$ cat src/sv/wvm_modulo.sv
// bit-serial restoring remainder unit, one dividend bit per cycle
`timescale 1ns / 1ps

module wvm_modulo #(
  parameter int MOD_W = 26
) (
  input  logic             clk,
  input  logic             rst,
  input  logic             start,
  input  logic [MOD_W-1:0] dividend,
  input  logic [MOD_W-1:0] divisor,
  output logic             done,
  output logic [MOD_W-1:0] remainder
);

  localparam int CW = $clog2(MOD_W + 1);

  logic [MOD_W:0]   rem;
  logic [MOD_W-1:0] quo;
  logic [MOD_W-1:0] div;
  logic [CW-1:0]    cnt;
  logic             busy;
  logic [MOD_W:0]   trial;
  logic [MOD_W:0]   rem_next;

  always_comb begin
    trial = {rem[MOD_W-1:0], quo[MOD_W-1]};
    if (trial >= {1'b0, div}) begin
      rem_next = trial - {1'b0, div};
    end else begin
      rem_next = trial;
    end
  end

  always_ff @(posedge clk) begin
    if (rst) begin
      busy <= 1'b0;
      done <= 1'b0;
    end else begin
      done <= 1'b0;
      if (start) begin
        busy <= 1'b1;
        cnt  <= CW'(MOD_W);
        rem  <= '0;
        quo  <= dividend;
        div  <= divisor;
      end else if (busy) begin
        rem <= rem_next;
        quo <= quo << 1;
        cnt <= cnt - CW'(1);
        if (cnt == CW'(1)) begin
          busy <= 1'b0;
          done <= 1'b1;
        end
      end
    end
  end

  assign remainder = rem[MOD_W-1:0];

  a_done_after_busy: assert property (@(posedge clk) disable iff (rst)
    done |-> $past(busy))
    else $error("remainder done without a running division");

  a_no_restart: assert property (@(posedge clk) disable iff (rst)
    busy |-> !start)
    else $error("division restarted while busy");

  a_rem_below_divisor: assert property (@(posedge clk) disable iff (rst)
    done |-> (rem < {1'b0, div}))
    else $error("remainder not below divisor");

endmodule

$ cat config.mk
export PLATFORM = sky130hd
export DESIGN_NAME = wvm_modulo
export DESIGN_NICKNAME = d
export VERILOG_FILES = /design/src/sv/wvm_modulo.sv
export SDC_FILE = /design/constraint.sdc
export NUM_CORES = 1
export LEC_CHECK = 0
export BUFFER_PORTS_ARGS = -buffer_cell sky130_fd_sc_hd__buf_4
export CAP_MARGIN = 15
export CORE_UTILIZATION = 50
export DETAILED_ROUTE_END_ITERATION = 8
export GPL_TIMING_DRIVEN = 0
export PLACE_DENSITY = 0.71
export SYNTH_ARGS = -nofsm -noshare
export SYNTH_HDL_FRONTEND = slang
export SYNTH_SLANG_ARGS = --single-unit
$ cat constraint.sdc
create_clock -name clk -period 8.3 [get_ports clk]
set_input_delay 0.83 -clock clk [delete_from_list [all_inputs] [get_ports clk]]
set_output_delay 0.83 -clock clk [all_outputs]
set_load 0.05 [all_outputs]
==> metrics.txt, run 1 <==
Area Overhead vs Synth=21.81%; full die area=0.01015 sq mm; critical path required time=8.41 ns; most frequent cells in the layout=edfxtp_1, buf_4, nor2_1; Min-Delay Path Class=flip-flop to flip-flop; final instance area=0.005941 sq mm; Gate Count Post-Synth=420; yosys warns=0; Hold WS=0.5151 ns; Final Max Tran Viols=0; R2R Path Start=rem[1]$_SDFFCE_PP0P_; worst-path maximum fanout=4; placed cell count=631; Avg Inst Size Synth=11.61 sq um; Post-synth EDFFs=83; Reg2Reg Depth=9; r2r setup slk=5.17 ns; Critical Path Sink Type=flip-flop; max_cap viols=0; post-synth top area share=51.10%; DR vias=3,559; Layout Utilization=63.69%; Worst Hold Depth=1; DRC violations left=0; Mapped Area=0.004877 sq mm; slew margin rel.=46.60%; vias in the first global route=3,538; critical path startpoint category=flip-flop; GRT overflow=0; # clock sinks=85; setup_tns=0 ns; Leak Pwr=0.002467 uW; RSZ-0062 raised after global routing=no; Hold Crit Start=busy$_SDFF_PP0_; Hold EP=done$_SDFF_PP0_; final setup vio count=0; status=finished, final reports clean; area leader, netlist=edfxtp_1; number of buffers added on ports=80; most common cell after layout, fill and taps aside=edfxtp_1; Post-layout nets=597; CTS max path bufs=2; critical path type=flip-flop to flip-flop; max frequency=319.5 MHz; starting density of the core=52.29%; # H-tree levels=3; total core area=0.009328 sq mm; Seq cells post-synth=85; Placed Area=0.005697 sq mm; top cells by area, synth=edfxtp_1, ha_1, mux2_2, nor2_1, a21oi_1; post-route ant nets=0; worst-skew pair later-pin latency=0.36 ns; critical path data arrival time=3.24 ns; Routed WL=10.40 mm; Clk pin slew, worst setup/hold paths=0.10 ns; Site Rows=35; initial antenna violation count=0; IO Count=82; All-Layer GR Usage=21.97%; syn_nets=504; Slew @ Worst Pin=0.8001 ns; layout cell share with drive strength beyond 1=27.22%; Root Driver=clkbuf_8; Wirelength per Cell=16.07 microns; cts repair resizes=0; Final Non-Filler Cells=647; period utilization=37.71%; VDD IR max=0.1200 mV; final hold violations=0; DR iter-0 viols=156; Async SR Flop Fraction=0%; TritonRoute pass-1 iters=5; critical path, cell by cell=ha_1, nor2b_1, o31a_1, o31ai_1, a21oi_1, a221oi_1, o21ai_0, xnor2_1, o22ai_1; Final min period=3.130 ns; first-pass GRT wire length=16.95 mm; die height=100.8 microns; global placement routability congestion=0.9299; CTS Buf Count=9; DP Wirelength=7.571 mm; Netlist cell types=52; commonest register cell after synthesis=edfxtp_1; width of the die=100.8 microns; pin count of the biggest net entering global routing=33; DR vias/cell=5.501; CTS tree=yes; number of setup buffers added after CTS=0; Layout Skew=0.01357 ns; slowest stage delay, CP=0.51 ns; reg2reg end=rem[22]$_SDFFCE_PP0P_; PwrDens=216.4 mW/mm^2; register area share after synthesis=51.92%; hold-fix buffer count after cts=0; slowest stage cell, crit path=a221oi_1; Antenna Cells=0
## through the flow
stage                     power, uW  setup slack, ns
after global placement        918.8            3.159
after floorplan               826.8            4.337
after CTS                      1291            5.214
after detailed placement      927.6            5.235
final                          1285            5.170
after global routing           1344            4.999
## cells by family after synthesis
group                      after synthesis  share of synthesized area, %
muxes                                   39                         8.645
adders and majority gates               29                         7.594
DFF                                     85                         51.92
and+or+nand+nor                        102                         9.646
xor gates and xnor gates                23                         4.130
buffers and inverters                   48                         4.028
AOI/OAI and AO/OA                       94                         14.03
## report_power, final
group	internal, uW	switching, uW	total, uW	leakage, uW
registers	517	19.0	536	0.000808
logic	158	226	384	0.00154
clock network	202	163	365	0.000120
total	877	408	1290	0.00247
## cells in the mapped netlist, drive strengths merged, types with 5 or more instances
library cell	count
mux2i	14
xnor2	16
mux2	25
and3	5
buf	7
a211oi	9
edfxtp	83
inv	35
xor2	7
nand2	23
nand3	9
nor2	38
clkbuf	6
o21ai	16
o22ai	6
o21a	5
a21o	9
ha	28
nor3	8
a21oi	28
## layer usage
layer	GRT usage, %	vias up	wire length (microns)
met5	0	-	0
met4	7.358	0	208
met3	5.825	19	776
met2	36.88	127	4949
met1	27.59	1672	4466
li1	-	1741	-
## state kept, by name (all words and copies together) (netlist names)
signal / count
div: 26
busy: 1
rem: 26
done: 1
cnt: 5
quo: 26
## worst max path at each step
stage,from,end,slack (ns),cells past startpoint
after floorplan,start,cnt[0]$_SDFFCE_PP0P_,4.34,3
after global placement,start,rem[8]$_SDFFCE_PP0P_,3.16,3
after detailed placement,rem[1]$_SDFFCE_PP0P_,rem[22]$_SDFFCE_PP0P_,5.23,9
after CTS,rem[1]$_SDFFCE_PP0P_,rem[22]$_SDFFCE_PP0P_,5.21,9
after global routing,rem[1]$_SDFFCE_PP0P_,rem[22]$_SDFFCE_PP0P_,5.00,9
final,rem[1]$_SDFFCE_PP0P_,rem[22]$_SDFFCE_PP0P_,5.17,9
## final cells by class
| cell class | instances | area [sq um] |
|---|---|---|
| Clock buffer | 9 | 123.9 |
| Buffer | 13 | 65.06 |
| Timing Repair Buffer | 82 | 648.1 |
| Clock inverter | 7 | 120.1 |
| Tap cell | 129 | 161.4 |
| Multi-Input combinational cell | 287 | 2158 |
| Inverter | 35 | 131.4 |
| Sequential cell | 85 | 2532 |
| Fill cell | 750 | 3387 |
## worst max-delay path: cells and delay by family (launching register included)
family / cells / cell delay, ns
AOI/OAI and AO/OA: 6 / 1.72
adders and majority gates: 1 / 0.37
DFF: 1 / 0.43
and+or+nand+nor: 1 / 0.16
xor gates and xnor gates: 1 / 0.20
(Power assumes the default switching activity.)
==> run 2: changes to the inputs <==
==> constraint.sdc (replaced) <==
create_clock -name clk -period 3.1 [get_ports clk]
set_input_delay 0.31 -clock clk [delete_from_list [all_inputs] [get_ports clk]]
set_output_delay 0.31 -clock clk [all_outputs]
set_load 0.05 [all_outputs]
==> run 2 against run 1 <==
  * Sequential cell count stayed put
  * Fmax increased by 5.8%
  * Die area unchanged
  * First-iteration DRC count fell by 21%
  * Register-to-register slack worse by 5.0 ns
  * Sequential share of layout area is 0.20 points higher
  * Design area decreased by 0.46%
  * Worst setup slack worse by 5.0 ns
  * Cell count is 0.31% higher
  * Total power rose to 2.5 times the previous value
  * Utilization shrank 0.30 points
  * Sequential power rose to 2.7 times the previous value
==> metrics.txt, run 2 (same netlist as run 1, synthesis figures left out) <==
worst-skew pair later-pin latency=0.38 ns (+0.02 ns); Antenna Cells=0 (unchanged); Hold WS=0.09838 ns (-0.4167 ns); storage element area=0.002532 sq mm (unchanged); Hold EP=div[4]$_DFFE_PP_; DR iter-0 viols=123 (-21%); final setup vio count=0 (unchanged); DR vias/cell=5.398 (-1.9%); post-route ant nets=0 (unchanged); most frequent cells in the layout=edfxtp_1, buf_4, nor2_1; biggest regs=div: 26 flops, quo: 26 flops, rem: 26 flops; DP Wirelength=7.482 mm (-1.2%); Buf/Inv on CP=1 (+1); critical path data arrival time=3.07 ns (-0.17 ns); starting density of the core=52.29% (unchanged); Layout Skew=0.01735 ns (+0.003788 ns); Worst Hold Depth=1 (unchanged); total core area=0.009328 sq mm (unchanged); Final Max Tran Viols=0 (unchanged); Wirelength per Cell=15.50 microns (-3.6%); slowest stage delay, CP=0.57 ns (+0.06 ns); FILL cells=769 (+2.5%); slowest stage cell, crit path=o21ai_0; Final min period=2.959 ns (-0.1706 ns); r2r setup slk=0.14 ns (-5.03 ns); IO Count=82 (unchanged); Site Rows=35 (unchanged); Min-Delay Path Class=primary input to flip-flop; TritonRoute pass-1 iters=5 (unchanged); All-Layer GR Usage=21.35% (-0.62 points); global placement routability congestion=0.8928 (-4.0%); status=finished, final reports clean; R2R Path Start=rem[10]$_SDFFCE_PP0P_; RSZ-0062 raised after global routing=yes; CTS tree=yes; VDD IR max=0.3755 mV (+210%); CTS max path bufs=2 (unchanged); full die area=0.01015 sq mm (unchanged); # H-tree levels=3 (unchanged); critical path required time=3.21 ns (-5.20 ns); Slew @ Worst Pin=0.7834 ns (-0.01677 ns); Power, Total=3231 uW (+150%); Routed WL=10.06 mm (-3.3%); Leak Pwr=0.002446 uW (-0.85%); CTS Buf Count=9 (unchanged); Root Driver=clkbuf_8; layout cell share with drive strength beyond 1=28.08% (+0.86 points); worst-path maximum fanout=8 (+4); multi-input logic area=0.002172 sq mm (+0.64%); critical path, cell by cell=ha_1, clkbuf_1, and3_1, and3_1, nand3_1, o21ai_0, a21oi_1, a21oi_1, xnor2_1, o22ai_1; Critical Path Sink Type=flip-flop; most common cell after layout, fill and taps aside=edfxtp_1; Reg2Reg Depth=10 (+1); Clk pin slew, worst setup/hold paths=0.10 ns (about the same); reg2reg end=rem[25]$_SDFFCE_PP0P_; number of buffers added on ports=80 (unchanged); critical path's top delay family=compound AO/OA/AOI/OAI gates; first-pass GRT wire length=16.25 mm (-4.1%); Post-layout nets=599 (+0.34%); vias in the first global route=3,393 (-4.1%); final hold violations=0 (unchanged); max frequency=337.9 MHz (+5.8%); # clock sinks=85 (unchanged); period utilization=95.46% (+58 points); Area Overhead vs Synth=21.24%; GRT overflow=0 (unchanged); critical path startpoint category=flip-flop; placed cell count=631 (unchanged); width of the die=100.8 microns (unchanged); DRC violations left=0 (unchanged); max_cap viols=0 (unchanged); die height=100.8 microns (unchanged); DR vias=3,503 (-1.6%); slew margin rel.=47.72% (+1.1 points); PwrDens=546.4 mW/mm^2 (+150%); initial antenna violation count=0 (unchanged); Hold Crit Start=divisor[4]; pin count of the biggest net entering global routing=33 (unchanged); Final Non-Filler Cells=649 (+0.31%); critical path type=flip-flop to flip-flop
-- run 2: metrics by stage --
| stage | setup TNS [ns] | setup WS (ns) | instance area (sq um) | util (%) |
|---|---|---|---|---|
| 2_1_floorplan | 0 | 0.1806 | 4880 | - |
| 3_3_place_gp | -7.331 | -0.1316 | 5642 | 60.48 |
| 3_5_place_dp | 0 | 0.03254 | 5697 | 61.07 |
| 4_1_cts | 0 | 0.1228 | 5889 | 63.14 |
| 5_1_grt | -0.02196 | -0.01223 | 5913 | 63.39 |
| 6_report | 0 | 0.1407 | 5913 | 63.39 |
-- run 2: cell type report --
type | instances | share of cell area [%]
timing repair buffer | 84 | 11.21
clock buffer | 9 | 2.095
inverter | 35 | 2.222
multi-input combinational | 287 | 36.73
clock inverter | 7 | 1.079
sequential | 85 | 42.83
tap | 129 | 2.730
buffer | 13 | 1.100
-- run 2: worst max-delay path by stage --
stage | start | to | depth (start not counted)
2_1_floorplan | rem[5]$_SDFFCE_PP0P_ | rem[17]$_SDFFCE_PP0P_ | 10
3_3_place_gp | start | rem[8]$_SDFFCE_PP0P_ | 3
3_5_place_dp | rem[1]$_SDFFCE_PP0P_ | rem[22]$_SDFFCE_PP0P_ | 9
4_1_cts | rem[5]$_SDFFCE_PP0P_ | rem[17]$_SDFFCE_PP0P_ | 10
5_1_grt | rem[7]$_SDFFCE_PP0P_ | rem[17]$_SDFFCE_PP0P_ | 10
6_report | rem[10]$_SDFFCE_PP0P_ | rem[25]$_SDFFCE_PP0P_ | 10
-- run 2: routing by layer --
| metal | global-route usage (%) | vias up | part of all wire (%) |
|---|---|---|---|
| met5 | 0 | - | 0 |
| met4 | 7.469 | 0 | 1.9 |
| met3 | 7.420 | 18 | 7.4 |
| met2 | 34.25 | 112 | 47 |
| met1 | 26.91 | 1631 | 44 |
| li1 | - | 1742 | - |
-- run 2: where the power goes --
group	internal, uW	switching [uW]
Sequential	1380	50.8
Combinational	433	608
Clock	309	446
Total	2130	1110
-- run 2: worst register-to-register path: cells and delay by family (launching register included) --
| family | cells | cell delay (ns) |
|---|---|---|
| flip-flops | 1 | 0.44 |
| XOR/XNOR | 1 | 0.15 |
| AND/OR/NAND/NOR | 3 | 0.49 |
| adder cells (fa/ha/maj) | 1 | 0.31 |
| AO/OA/AOI/OAI | 4 | 1.01 |
| buffers and inverters | 1 | 0.28 |
-- run 2: timing repair --
action                                  in CTS  in global routing
gates resized for setup                      1                  2
endpoints found under the setup margin       1                 13
hold buffers                                 0                  0
buffers inserted                             0                  2
pin swaps                                    0                  2
==> run 3: changes to the inputs <==
--- a/config.mk
+++ b/config.mk
@@ -7,10 +7,10 @@
 export LEC_CHECK = 0
 export BUFFER_PORTS_ARGS = -buffer_cell sky130_fd_sc_hd__buf_4
 export CAP_MARGIN = 15
-export CORE_UTILIZATION = 50
+export CORE_UTILIZATION = 57
 export DETAILED_ROUTE_END_ITERATION = 8
 export GPL_TIMING_DRIVEN = 0
-export PLACE_DENSITY = 0.71
+export PLACE_DENSITY = 0.8
 export SYNTH_ARGS = -nofsm -noshare
 export SYNTH_HDL_FRONTEND = slang
 export SYNTH_SLANG_ARGS = --single-unit
==> run 3 against run 2 <==
  * Utilization rose by 8.2 points
  * Via count increased by 3.0%
  * Cell count is 3.9% lower
  * Design area barely moved
  * Fmax about the same
  * Critical endpoint is now rem[9]$_SDFFCE_PP0P_
  * Combinational power about the same
  * Largest cell class unchanged
  * Routed wire length grew 7.8%
  * First-iteration DRC count is 38% higher
==> metrics.txt, run 3 (same netlist as run 1, synthesis figures left out) <==
R2R Path Start=rem[2]$_SDFFCE_PP0P_; DR vias=3,607 (+3.0%); PwrDens=565.5 mW/mm^2 (+3.5%); Final min period=2.960 ns (+0.0005790 ns); slew margin rel.=35.39% (-12 points); initial antenna violation count=0 (unchanged); # clock sinks=85 (unchanged); DR iter-0 viols=170 (+38%); DRC violations left=0 (unchanged); critical path data arrival time=3.07 ns (about the same); Area Overhead vs Synth=21.14% (about the same); layout cell share with drive strength beyond 1=28.13% (+0.054 points); CTS tree=yes; CTS max path bufs=2 (unchanged); CTS Buf Count=9 (unchanged); Worst Hold Depth=1 (unchanged); Leak Pwr=0.002459 uW (+0.55%); biggest regs=div: 26 flops, quo: 26 flops, rem: 26 flops; global placement routability congestion=0.8887 (-0.46%); multi-input logic area=0.002185 sq mm (+0.58%); reg2reg end=rem[9]$_SDFFCE_PP0P_; GRT overflow=0 (unchanged); full die area=0.008930 sq mm (-12%); period utilization=95.48% (about the same); Site Rows=33 (-5.7%); r2r setup slk=0.14 ns (about the same); first-pass GRT wire length=17.03 mm (+4.8%); Min-Delay Path Class=primary input to flip-flop; critical path type=flip-flop to flip-flop; post-route ant nets=0 (unchanged); max frequency=337.9 MHz (about the same); starting density of the core=59.06% (+6.8 points); total core area=0.008258 sq mm (-11%); number of buffers added on ports=80 (unchanged); status=finished, final reports clean; die height=94.50 microns (-6.2%); # H-tree levels=3 (unchanged); Layout Skew=0.01382 ns (-0.003531 ns); worst-skew pair later-pin latency=0.37 ns (about the same); Root Driver=clkbuf_8; All-Layer GR Usage=25.29% (+3.9 points); Routed WL=10.84 mm (+7.8%); Hold Crit Start=divisor[4]; Hold WS=0.1074 ns (+0.009028 ns); max_cap viols=0 (unchanged); Placed Area=0.005667 sq mm (-0.53%); storage element area=0.002532 sq mm (unchanged); Critical Path Sink Type=flip-flop; Hold EP=div[4]$_DFFE_PP_; FILL cells=621 (-19%); critical path required time=3.21 ns (about the same); width of the die=94.50 microns (-6.2%); DP Wirelength=7.912 mm (+5.7%); final instance area=0.005908 sq mm (about the same); Post-layout nets=598 (-0.17%); pin count of the biggest net entering global routing=35 (+6.1%); TritonRoute pass-1 iters=5 (unchanged); worst setup path start=rem[2]$_SDFFCE_PP0P_; final setup vio count=0 (unchanged); final hold violations=0 (unchanged); VDD IR max=0.3693 mV (-1.7%); Final Max Tran Viols=0 (unchanged); critical path startpoint category=flip-flop; Wirelength per Cell=17.37 microns (+12%); most common cell after layout, fill and taps aside=edfxtp_1; vias in the first global route=3,575 (+5.4%); DR vias/cell=5.780 (+7.1%); Slew @ Worst Pin=0.9668 ns (+0.1835 ns); Clk pin slew, worst setup/hold paths=0.10 ns (about the same); Antenna Cells=0 (unchanged); Reg2Reg Depth=10 (unchanged); IO Count=82 (unchanged); most frequent cells in the layout=edfxtp_1, buf_4, nor2_1; worst-path maximum fanout=10 (+2)
run 3: what timing repair did:
item / 4_1_cts / 5_1_grt
resized for setup: 0 / 6
setup buffers: 0 / 2
setup endpoints to repair: 0 / 24
hold buffers: 0 / 0
run 3: worst max-delay path, cell delays in order, from the launching register on:
cell	delay (ns)
edfxtp_1	0.43
ha_1	0.40
nand3_1	0.13
a21oi_1	0.35
o311ai_4	0.18
a22oi_2	0.24
a31oi_4	0.14
o221ai_4	0.29
buf_6	0.24
mux2i_1	0.24
nor2_1	0.06
run 3: report_power, final:
part / internal, uW / switching [uW] / total (uW)
Combinational: 436 / 626 / 1060
Clock: 386 / 456 / 842
Sequential: 1380 / 52.3 / 1440
Total: 2210 / 1130 / 3340
run 3: cell type report:
type / instances / area share [%]
Multi-Input combinational cell: 287 / 36.98
Buffer: 12 / 1.038
Clock inverter: 7 / 1.355
Timing Repair Buffer: 84 / 11.22
Tap cell: 105 / 2.224
Clock buffer: 9 / 2.097
Inverter: 35 / 2.224
Sequential cell: 85 / 42.86
run 3: through the flow:
step / total power (uW) / std cells / utilization, % / setup WS (ns) / TNS [ns]
floorplan: 2212 / 420 / - / 0.1806 / 0
global placement: 2452 / 605 / 67.95 / -0.08641 / -4.733
detailed placement: 2492 / 607 / 68.62 / 0.04765 / 0
CTS: 3322 / 623 / 71.09 / 0.02916 / 0
global route: 3493 / 624 / 71.55 / -0.01888 / -0.05343
finish: 3341 / 624 / 71.55 / 0.1402 / 0
run 3: worst max-delay path by stage:
stage,slack (ns),end,cells after the start
6_report,0.14,rem[9]$_SDFFCE_PP0P_,10
5_1_grt,-0.02,rem[5]$_SDFFCE_PP0P_,11
4_1_cts,0.03,rem[22]$_SDFFCE_PP0P_,9
3_5_place_dp,0.05,rem[22]$_SDFFCE_PP0P_,9
3_3_place_gp,-0.09,rem[8]$_SDFFCE_PP0P_,3
2_1_floorplan,0.18,rem[17]$_SDFFCE_PP0P_,10
run 3: layer usage:
| layer | share of wire [%] | track usage, % | wire (microns) | vias up |
|---|---|---|---|---|
| met3 | 6.0 | 6.280 | 647 | 16 |
| met4 | 1.4 | 6.187 | 150 | 0 |
| met2 | 51 | 45.23 | 5524 | 128 |
| li1 | - | - | - | 1740 |
| met1 | 42 | 30.50 | 4516 | 1723 |
| met5 | 0 | 0 | 0 | - |
